### src/hw/rtl/afs_pkg.sv
// Shared types, constants and stage records for the ADC frame scaler.
package afs_pkg;

    // Frame layout
    localparam int unsigned CELL_CHANNELS = 15;
    localparam int unsigned FRAME_WORDS   = 20;

    // Field widths
    localparam int unsigned SLOT_W  = 5;
    localparam int unsigned RAW_W   = 16;
    localparam int unsigned CELL_W  = 14;
    localparam int unsigned GAIN_W  = 9;
    localparam int unsigned VALUE_W = 17;
    localparam int unsigned BYTE_W  = 8;
    localparam int unsigned SER_W   = 4;

    // Gain base in microvolts per count
    localparam logic [GAIN_W-1:0] GAIN_BASE = GAIN_W'(365);

    // Product of code and gain, pack product carries the extra factor of four
    localparam int unsigned PROD_W = 27;

    // Divide by 1000: multiply by ceil(2^37 / 1000), take bits from 37 up.
    // Exact for every dividend below 2^27.
    localparam int unsigned RECIP_W     = 28;
    localparam logic [RECIP_W-1:0] RECIP_M = RECIP_W'(137438954);
    localparam int unsigned RECIP_SHIFT = 37;
    localparam int unsigned WIDE_W      = PROD_W + RECIP_W;

    // Clamp limits
    localparam logic [VALUE_W-1:0] CELL_TOP = VALUE_W'(65535);
    localparam logic [VALUE_W-1:0] PACK_TOP = VALUE_W'(100000);

    typedef enum logic [1:0] {
        KIND_CELL = 2'd0,
        KIND_PACK = 2'd1,
        KIND_TEMP = 2'd2,
        KIND_CURR = 2'd3
    } t_kind;

    typedef enum logic [1:0] {
        CFG_GAIN_ONE = 2'd0,
        CFG_GAIN_TWO = 2'd1,
        CFG_OFFSET   = 2'd2,
        CFG_SERIES   = 2'd3
    } t_cfg_idx;

    typedef struct packed {
        logic [BYTE_W-1:0] gain_one;
        logic [BYTE_W-1:0] gain_two;
        logic [BYTE_W-1:0] offset;
        logic [SER_W-1:0]  series;
    } t_cfg;

    typedef struct packed {
        logic              valid;
        t_kind             kind;
        logic [SLOT_W-1:0] slot;
        logic [RAW_W-1:0]  raw;
        logic [PROD_W-1:0] prod;
        logic [BYTE_W-1:0] offset;
    } t_s1;

    typedef struct packed {
        logic              valid;
        t_kind             kind;
        logic [SLOT_W-1:0] slot;
        logic [RAW_W-1:0]  raw;
        logic [WIDE_W-1:0] wide;
        logic [BYTE_W-1:0] offset;
    } t_s2;

endpackage

### src/hw/rtl/afs_gain_stage.sv
// First stage: decode the channel, form the gain and multiply the code by it.
module afs_gain_stage import afs_pkg::*; (
    input  logic                i_clk,
    input  logic                i_rst_n,
    input  logic                i_valid,
    input  logic [SLOT_W-1:0]   i_channel_index,
    input  logic [RAW_W-1:0]    i_raw_code,
    input  t_cfg                i_cfg,
    output t_s1                 o_s1
);

    t_s1                 r_s1;
    t_s1                 n_s1;
    logic [GAIN_W-1:0]   gain;
    logic [RAW_W-1:0]    operand;
    logic [PROD_W-3:0]   base_prod;
    logic [11:0]         series_prod;

    // Build the next beat
    always_comb begin
        gain = GAIN_BASE + GAIN_W'({i_cfg.gain_one[3:2], 3'b000})
                         + GAIN_W'(i_cfg.gain_two[7:5]);
        series_prod = 12'(i_cfg.offset) * 12'(i_cfg.series);

        n_s1.valid  = i_valid;
        n_s1.slot   = i_channel_index;
        n_s1.raw    = i_raw_code;
        n_s1.offset = i_cfg.offset;
        operand     = i_raw_code;

        if (i_channel_index < SLOT_W'(CELL_CHANNELS)) begin
            n_s1.kind = KIND_CELL;
            operand   = {{(RAW_W-CELL_W){1'b0}}, i_raw_code[CELL_W-1:0]};
        end else if (i_channel_index == SLOT_W'(CELL_CHANNELS)) begin
            n_s1.kind   = KIND_PACK;
            n_s1.offset = series_prod[BYTE_W-1:0];
        end else if (i_channel_index < SLOT_W'(FRAME_WORDS - 1)) begin
            n_s1.kind = KIND_TEMP;
        end else begin
            n_s1.kind = KIND_CURR;
        end

        base_prod = (PROD_W-2)'(operand) * (PROD_W-2)'(gain);
        // Pack words scale by four
        if (n_s1.kind == KIND_PACK) begin
            n_s1.prod = {base_prod, 2'b00};
        end else begin
            n_s1.prod = {2'b00, base_prod};
        end
    end

    // Hold the beat; only valid needs reset
    always_ff @(posedge i_clk) begin
        if (!i_rst_n) begin
            r_s1.valid <= 1'b0;
        end else begin
            r_s1.valid <= n_s1.valid;
        end
        r_s1.kind   <= n_s1.kind;
        r_s1.slot   <= n_s1.slot;
        r_s1.raw    <= n_s1.raw;
        r_s1.prod   <= n_s1.prod;
        r_s1.offset <= n_s1.offset;
    end

    assign o_s1 = r_s1;

endmodule

### src/hw/rtl/afs_recip_stage.sv
// Second stage: multiply the product by the reciprocal of 1000.
module afs_recip_stage import afs_pkg::*; (
    input  logic  i_clk,
    input  logic  i_rst_n,
    input  t_s1   i_s1,
    output t_s2   o_s2
);

    t_s2                 r_s2;
    logic [WIDE_W-1:0]   n_wide;

    assign n_wide = WIDE_W'(i_s1.prod) * WIDE_W'(RECIP_M);

    // Advance the beat
    always_ff @(posedge i_clk) begin
        if (!i_rst_n) begin
            r_s2.valid <= 1'b0;
        end else begin
            r_s2.valid <= i_s1.valid;
        end
        r_s2.kind   <= i_s1.kind;
        r_s2.slot   <= i_s1.slot;
        r_s2.raw    <= i_s1.raw;
        r_s2.wide   <= n_wide;
        r_s2.offset <= i_s1.offset;
    end

    assign o_s2 = r_s2;

endmodule

### src/hw/rtl/afs_clamp_stage.sv
// Third stage: clamp quotient plus offset for voltages, else raw; register it.
module afs_clamp_stage import afs_pkg::*; (
    input  logic                i_clk,
    input  logic                i_rst_n,
    input  t_s2                 i_s2,
    output logic                o_valid,
    output t_kind               o_kind,
    output logic [SLOT_W-1:0]   o_slot,
    output logic [VALUE_W-1:0]  o_value,
    output logic                o_clamped
);

    logic                r_valid;
    t_kind               r_kind;
    logic [SLOT_W-1:0]   r_slot;
    logic [VALUE_W-1:0]  r_value;
    logic                r_clamped;
    logic [VALUE_W-1:0]  n_value;
    logic                n_clamped;
    logic [VALUE_W-1:0]  quot;
    logic [VALUE_W-1:0]  top;
    logic signed [VALUE_W+1:0] sum;

    // Quotient fits 17 bits for every code and gain
    assign quot = i_s2.wide[RECIP_SHIFT +: VALUE_W];
    assign sum  = $signed({2'b00, quot})
                + $signed({{(VALUE_W+2-BYTE_W){i_s2.offset[BYTE_W-1]}}, i_s2.offset});
    assign top  = (i_s2.kind == KIND_PACK) ? PACK_TOP : CELL_TOP;

    // Select value per channel kind, clamp voltages
    always_comb begin
        n_value   = '0;
        n_clamped = 1'b0;
        case (i_s2.kind)
            KIND_CELL, KIND_PACK: begin
                if (sum < 0) begin
                    n_clamped = 1'b1;
                end else if (sum > $signed({2'b00, top})) begin
                    n_value   = top;
                    n_clamped = 1'b1;
                end else begin
                    n_value   = sum[VALUE_W-1:0];
                end
            end
            KIND_TEMP: n_value = VALUE_W'(i_s2.raw[CELL_W-1:0]);
            default:   n_value = VALUE_W'(i_s2.raw);
        endcase
    end

    // Register the result
    always_ff @(posedge i_clk) begin
        if (!i_rst_n) begin
            r_valid <= 1'b0;
        end else begin
            r_valid <= i_s2.valid;
        end
        r_kind    <= i_s2.kind;
        r_slot    <= i_s2.slot;
        r_value   <= n_value;
        r_clamped <= n_clamped;
    end

    assign o_valid   = r_valid;
    assign o_kind    = r_kind;
    assign o_slot    = r_slot;
    assign o_value   = r_value;
    assign o_clamped = r_clamped;

endmodule

### src/hw/rtl/afe_adc_frame_scaler.sv
// Top level of the ADC frame scaler: configuration registers and three-stage pipeline.
//
// Usage:
//   Pulse i_start with i_channel_index and i_raw_code to hand in one ADC word.
//   o_busy is always low, so a word is taken on every cycle that i_start is high.
//   Each word yields one result at the end of the pipeline: o_result_valid is high for
//   exactly one cycle with o_channel_kind, o_channel_slot, o_scaled_value and
//   o_was_clamped. Results leave in the order the words came in.
//   Throughput is one word per cycle; latency is set by the three register
//   stages: gain multiply, reciprocal multiply for the divide by 1000, and the
//   offset add with clamp.
//   The receiver cannot stall: it must take every result in its cycle.
//   Configuration: i_cfg_wr_en with i_cfg_index and i_cfg_wr_data writes gain
//   trim one, gain trim two, offset byte and series count (indexes 0 to 3).
//   Write only while no word is in flight.
//   Synchronous reset (i_rst_n low) empties the pipeline, clears the gain and
//   offset registers and sets series count to 15.
module afe_adc_frame_scaler import afs_pkg::*; (
    input  logic                i_clk,
    input  logic                i_rst_n,
    input  logic                i_start,
    output logic                o_busy,
    input  logic [SLOT_W-1:0]   i_channel_index,
    input  logic [RAW_W-1:0]    i_raw_code,
    input  logic                i_cfg_wr_en,
    input  logic [1:0]          i_cfg_index,
    input  logic [BYTE_W-1:0]   i_cfg_wr_data,
    output logic                o_result_valid,
    output logic [1:0]          o_channel_kind,
    output logic [SLOT_W-1:0]   o_channel_slot,
    output logic [VALUE_W-1:0]  o_scaled_value,
    output logic                o_was_clamped
);

    t_cfg   r_cfg;
    t_s1    s1;
    t_s2    s2;
    t_kind  kind;
    logic   accept;

    // The pipeline takes a beat every cycle
    assign o_busy = 1'b0;
    assign accept = i_start & ~o_busy;

    // Configuration register writes
    always_ff @(posedge i_clk) begin
        if (!i_rst_n) begin
            r_cfg.gain_one <= '0;
            r_cfg.gain_two <= '0;
            r_cfg.offset   <= '0;
            r_cfg.series   <= SER_W'(15);
        end else if (i_cfg_wr_en) begin
            unique case (t_cfg_idx'(i_cfg_index))
                CFG_GAIN_ONE: r_cfg.gain_one <= i_cfg_wr_data;
                CFG_GAIN_TWO: r_cfg.gain_two <= i_cfg_wr_data;
                CFG_OFFSET:   r_cfg.offset   <= i_cfg_wr_data;
                CFG_SERIES:   r_cfg.series   <= i_cfg_wr_data[SER_W-1:0];
                default:      r_cfg.series   <= r_cfg.series;
            endcase
        end
    end

    afs_gain_stage u_gain (
        .i_clk           (i_clk),
        .i_rst_n         (i_rst_n),
        .i_valid         (accept),
        .i_channel_index (i_channel_index),
        .i_raw_code      (i_raw_code),
        .i_cfg           (r_cfg),
        .o_s1            (s1)
    );

    afs_recip_stage u_recip (
        .i_clk   (i_clk),
        .i_rst_n (i_rst_n),
        .i_s1    (s1),
        .o_s2    (s2)
    );

    afs_clamp_stage u_clamp (
        .i_clk     (i_clk),
        .i_rst_n   (i_rst_n),
        .i_s2      (s2),
        .o_valid   (o_result_valid),
        .o_kind    (kind),
        .o_slot    (o_channel_slot),
        .o_value   (o_scaled_value),
        .o_clamped (o_was_clamped)
    );

    assign o_channel_kind = kind;

endmodule
### config.mk
export PLATFORM = sky130hd
export DESIGN_NAME = afe_adc_frame_scaler
export DESIGN_NICKNAME = d
export VERILOG_FILES = /design/src/hw/rtl/afs_pkg.sv /design/src/hw/rtl/afs_gain_stage.sv /design/src/hw/rtl/afs_recip_stage.sv /design/src/hw/rtl/afs_clamp_stage.sv /design/src/hw/rtl/afe_adc_frame_scaler.sv
export SDC_FILE = /design/constraint.sdc
export NUM_CORES = 1
export LEC_CHECK = 0
export BUFFER_PORTS_ARGS = -buffer_cell sky130_fd_sc_hd__buf_2
export CAP_MARGIN = 20
export CORE_MARGIN = 2
export CORE_UTILIZATION = 45
export DETAILED_ROUTE_END_ITERATION = 12
export PLACE_DENSITY = 0.61
export SYNTH_ARGS = -nofsm -noshare
export SYNTH_HDL_FRONTEND = slang
export SYNTH_SLANG_ARGS = --single-unit
### constraint.sdc
create_clock -name i_clk -period 6.6 [get_ports i_clk]
set_input_delay 0.99 -clock i_clk [delete_from_list [all_inputs] [get_ports i_clk]]
set_output_delay 0.99 -clock i_clk [all_outputs]
set_load 0.02 [all_outputs]
* Yosys cells after proc, flatten, opt, wreduce, memory -nomap -nowiden
Cells that the tools add are included.
** Storage, ports and cells
- Flip-flop bits (word level) :: 194
- Input bits :: 35
- Output and inout port bits :: 27
- Word-level logic and storage cells :: 60
** Operators by class
- $add $sub $neg :: 3
- Multipliers :: 3
- Magnitude comparators :: 4
- Equality and inequality tests :: 7
- Mux-type cells :: 13
- Reductions and logical operators :: 7
** Operators with widths (count)
- $mul 27x27->53 const B :: 1
- $mux 17 :: 3
- $pmux 17 s2 :: 1
- $mul 16x9->25 :: 1
- $mux 25 :: 1
- $add 18x8->19 :: 1
- $gt 19x18->1 :: 1
- $lt 19x1->1 const B :: 1
- $mux 16 :: 1
- $mux 8 :: 2
- $add 9x3->9 :: 1
- $add 9x5->9 const A :: 1
- $mul 8x4->8 :: 1
- $reduce_and 2->1 :: 4
- $eq 2x1->1 const B :: 3
- $eq 2x2->1 const B :: 3
- $eq 5x4->1 const B :: 1
- $lt 5x4->1 const B :: 1
- $lt 5x5->1 const B :: 1
- $logic_not 2->1 :: 2
- $mux 2 :: 2
- $mux 1 :: 3
- $reduce_or 2->1 :: 1

* Logic depth before layout (Yosys ltp)
- Depth after elaboration :: 6
- Gate-level depth with buffers :: 24
- Mapped depth without buffers :: 23

* Modules after synthesis
A second synthesis with hierarchy kept.
** Unflattened totals
- Cells, all modules :: 2516
- Area total of the unflattened synthesis :: 23702.7 µm²
** By module, submodules not included
- afs_recip_stage :: instances 1, cells an instance 1378, area each 13631.8 µm², sequential area each 1721.7 µm²
- afs_gain_stage :: instances 1, cells an instance 789, area each 6809.0 µm², sequential area each 1181.1 µm²
- afs_clamp_stage :: instances 1, cells an instance 240, area each 2188.3 µm², sequential area each 520.5 µm²
- afe_adc_frame_scaler :: instances 1, cells an instance 109, area each 1073.5 µm², sequential area each 560.5 µm²

* Worst setup path before layout
Ideal clock, no wire load.
- Kind :: reg2reg
- Start :: reg u_gain.r_s1, in the netlist u_gain.o_s1[33]
- End :: reg u_recip.r_s2, in the netlist u_recip.o_s2[56]
- Setup time :: 122 ps
- Data arrival time :: 5755 ps
- Required time :: 6478 ps
- Slack :: 724 ps
- Stages on the path, launching flop included :: 21
- Path buffers :: 0
- Period minus slack after synthesis :: 5876 ps
- Cell sequence :: dfxtp_1 > inv_1 > ha_1 > fa_1 > inv_1 > ha_1 > fa_1 > fa_1 > fa_1 > inv_1 > fa_1 > inv_1 > ha_1 > and3_1 > a311o_1 > a221oi_1 > nand3_1 > a21oi_1 > o21ai_0 > a2111o_1 > o311a_1
** Between the ends
- Word-level cells in the longest chain between the ends :: 1
** Ends and longest elaborated chain
- start, declared :: line afs_gain_stage.sv:12 : t_s1 r_s1;
- $mul 27x27->53 :: line afs_recip_stage.sv:12 : assign n_wide = WIDE_W'(i_s1.prod) * WIDE_W'(RECIP_M);
- named net u_recip.n_wide[48] :: line afs_recip_stage.sv:10 : logic [WIDE_W-1:0] n_wide;
- end, declared :: line afs_recip_stage.sv:9 : t_s2 r_s2;
The timed path passes the listed nets, and every way through them passes these cells.
A chain may end at the register's enable or synchronous reset.

* Worst setup path after layout
- Start :: reg u_gain.r_s1, in the netlist u_gain.o_s1[19]
- End :: reg u_recip.r_s2, in the netlist u_recip.o_s2[59]
The elaborated chain is that of the path after synthesis.

==> flow_summary.json <==
{
  "drive_gt1_frac": 0.0712,
  "vias": 15000,
  "viasPerCell": 5.04,
  "synth-edff-count": 0,
  "yosysUniqueCellTypes": 75,
  "r2r-start": "u_gain.o_s1[19]$_DFF_P_",
  "drt_pass1_iterations": 5,
  "place_area_mm2": 0.0226,
  "htreeDepth": 4,
  "ios": 62,
  "area_delta_synth_final_pct": 8.47,
  "synth-compound-area-share": 0.0853,
  "stdcell_area_mm2": 0.0232,
  "antenna_found_initial": 1,
  "port_buffers": 60,
  "seq_area_frac_synth": 0.141,
  "synthMuxAreaShare": 0.0110,
  "synth-simple-area-share": 0.0894,
  "worstHoldPathCells": 0,
  "end_kind": "flip-flop",
  "first_iter_violations": 668,
  "final_common_cell": "inv_1",
  "r2r_setup_slack_ns": 0.28,
  "ys_dominant_reg_cell": "dfxtp_1",
  "grt_pass1_wl_mm": 84.7,
  "layout.cells.non_filler": 2979,
  "period_share": 0.957,
  "syn_nets": 3021,
  "ys_ff_latch": 151,
  "syn_area_per_cell_um2": 9.38,
  "slew_violations": 0,
  "finalHoldViolations": 0,
  "grt_usage": 0.219,
  "synth_top_family_by_area": "adder cells",
  "ant_nets": 0,
  "clkLatencyLatePin_ns": 0.43,
  "maxCapViolCount": 0,
  "die_w_um": 222,
  "ctsHoldBuffers": 0,
  "cp.required_ns": 6.92,
  "drc": 0,
  "routedWlPerCell_um": 17.2,
  "diodes": 0,
  "clock_skew_ns": 0.0125,
  "worst_r2r_path_depth": 22,
  "place_hpwl_mm": 45.0,
  "rr_endpoint": "u_recip.o_s2[59]$_DFF_P_",
  "grt_pass1_vias": 15900,
  "setup_viol": 0,
  "post-place-cells": 2947,
  "crit_type": "flip-flop to flip-flop",
  "synth_xor_area_frac": 0.0237,
  "outcome": "completed",
  "rsz0062_at_grt": "no",
  "ys_warn_count": 0,
  "worst_slew_pin_slew_ns": 0.896,
  "cts_tree": "done",
  "finalCriticalPeriod_ns": 6.32,
  "synthCells": 2281,
  "cts_setup_buffers": 0,
  "whs_endpoint": "u_recip.o_s2[7]$_DFF_P_",
  "crit_fanout": 8,
  "crit_arrival_ns": 6.64,
  "grt_overflow_total": 0,
  "hold_class": "flip-flop to flip-flop",
  "ys_async_sr_fraction": 0,
  "rows": 79,
  "cts-root-buf": "clkbuf_16",
  "min_from": "u_gain.o_s1[7]$_DFF_P_",
  "gp_congestion": 0.988,
  "drt_wl_total_mm": 51.4,
  "yosys.area_share.adder": 0.530,
  "fill_cells": 4323,
  "chipHeight_um": 222,
  "syn_area_mm2": 0.0214,
  "path_clk_slew_ns": 0.07,
  "die_area_mm2": 0.0493,
  "cts_num_sinks": 151,
  "cts_buffers": 17,
  "core_area_mm2": 0.0468,
  "timing.fmax_ghz": 0.158,
  "clock_path_buffers": 2,
  "slew_headroom": 0.402,
  "num-nets-final": 3099,
  "cp-start-kind": "flip-flop",
  "start_util": 0.458,
  "layout_common_cells": "638 x inv_1, 371 x ha_1, 334 x fa_1",
  "grt_start_max_net_pins": 39
}
==> synthesized netlist by cell type (all sizes together), types with 19 or more instances <==
cell type	instances	area, µm²
nand2	153	574
a21o	30	225
and2	26	163
nand2b	23	144
xnor2	39	342
fa	334	6690
nor2	86	323
inv	638	2390
dfxtp	151	3020
nand3	20	100
nor3	24	120
nor2b	22	138
a21oi	82	429
ha	371	4640
mux2i	19	190
o21ai	52	268
clkbuf	33	126
xor2	19	166
==> how the worst max path moves through the flow <==
stage,startpoint,endpoint,slack (ns),cells past startpoint
3_5_place_dp,u_gain.o_s1[15]$_DFF_P_,u_recip.o_s2[56]$_DFF_P_,-0.16,21
2_1_floorplan,u_gain.o_s1[33]$_SDFF_PP0_,u_recip.o_s2[56]$_DFF_P_,0.72,20
4_1_cts,u_gain.o_s1[26]$_DFF_P_,u_recip.o_s2[56]$_DFF_P_,0.0009,21
5_1_grt,u_gain.o_s1[19]$_DFF_P_,u_recip.o_s2[59]$_DFF_P_,0.02,22
6_report,u_gain.o_s1[19]$_DFF_P_,u_recip.o_s2[59]$_DFF_P_,0.28,22
3_3_place_gp,u_gain.o_s1[15]$_DFF_P_,u_recip.o_s2[56]$_DFF_P_,-0.05,21
==> area by class of cell <==
cell class / instances / area [µm²] / share of cell area
clock inverters: 15 / 153 / 0.00658
well taps: 607 / 759 / 0.0327
multi-input cells: 1453 / 15900 / 0.683
clock buffers: 17 / 425 / 0.0183
inverters: 638 / 2390 / 0.103
repair buffers: 98 / 586 / 0.0252
flip-flops and latches: 151 / 3040 / 0.131
==> flip-flops by register name, indices dropped and copies added, names as in the netlist <==
signal / cells
u_gain.o_s1: 59
u_recip.o_s2: 49
r_cfg: 17
u_clamp.o_value: 17
u_clamp.o_slot: 5
u_clamp.o_kind: 2
u_clamp.o_clamped: 1
u_clamp.o_valid: 1
==> cells by family (layout without fill, tap and decap cells) <==
logic type                 Yosys count  after routing
other                                1              1
xor gates and xnor gates            58             58
muxes                               22             22
DFF                                151            151
adders and majority gates          705            705
buffers and inverters              677            768
AOI/OAI and AO/OA                  266            266
and+or+nand+nor                    401            401
==> per-layer routing <==
metal | vias up | track usage | share of wire
met3 | 49 | 0.0353 | 0.050
met4 | 0 | 0.0434 | 0.016
li1 | 7274 | - | -
met1 | 7369 | 0.312 | 0.48
met2 | 326 | 0.354 | 0.46
met5 | - | 0 | 0
==> metrics by stage <==
step / setup TNS, ns / utilization / hold slack, ns / setup WS (ns)
2_1_floorplan: 0 / - / 0.310 / 0.724
3_3_place_gp: -0.0458 / 0.483 / 0.311 / -0.0458
3_5_place_dp: -0.177 / 0.483 / 0.312 / -0.163
4_1_cts: 0 / 0.496 / 0.324 / 0.000888
5_1_grt: 0 / 0.496 / 0.332 / 0.0205
6_report: 0 / 0.496 / 0.321 / 0.281
==> repair_timing <==
item / 4_1_cts / 5_1_grt
endpoints found under the setup margin: 3 / 10
endpoints found under the hold margin: 0 / 0
gates resized for setup: 2 / 13
==> worst max-delay path, stage by stage, from the launching register on <==
cell and delay, ns:
dfxtp_1 0.58, ha_1 0.26, inv_1 0.07, fa_1 0.50, inv_1 0.04, ha_1 0.20, fa_1 0.54, inv_1 0.06
fa_1 0.53, inv_1 0.05, fa_1 0.50, fa_1 0.41, ha_1 0.33, o211ai_1 0.13, or2_2 0.32, a211oi_2 0.35
o211ai_1 0.19, buf_4 0.18, nand3_1 0.11, a21oi_2 0.09, nor3_1 0.42, o22ai_1 0.18, xnor2_1 0.15
Power is left out: the tool's default activity adds up to more than one toggle a clock period on the data nets, which glitch-free logic cannot reach.
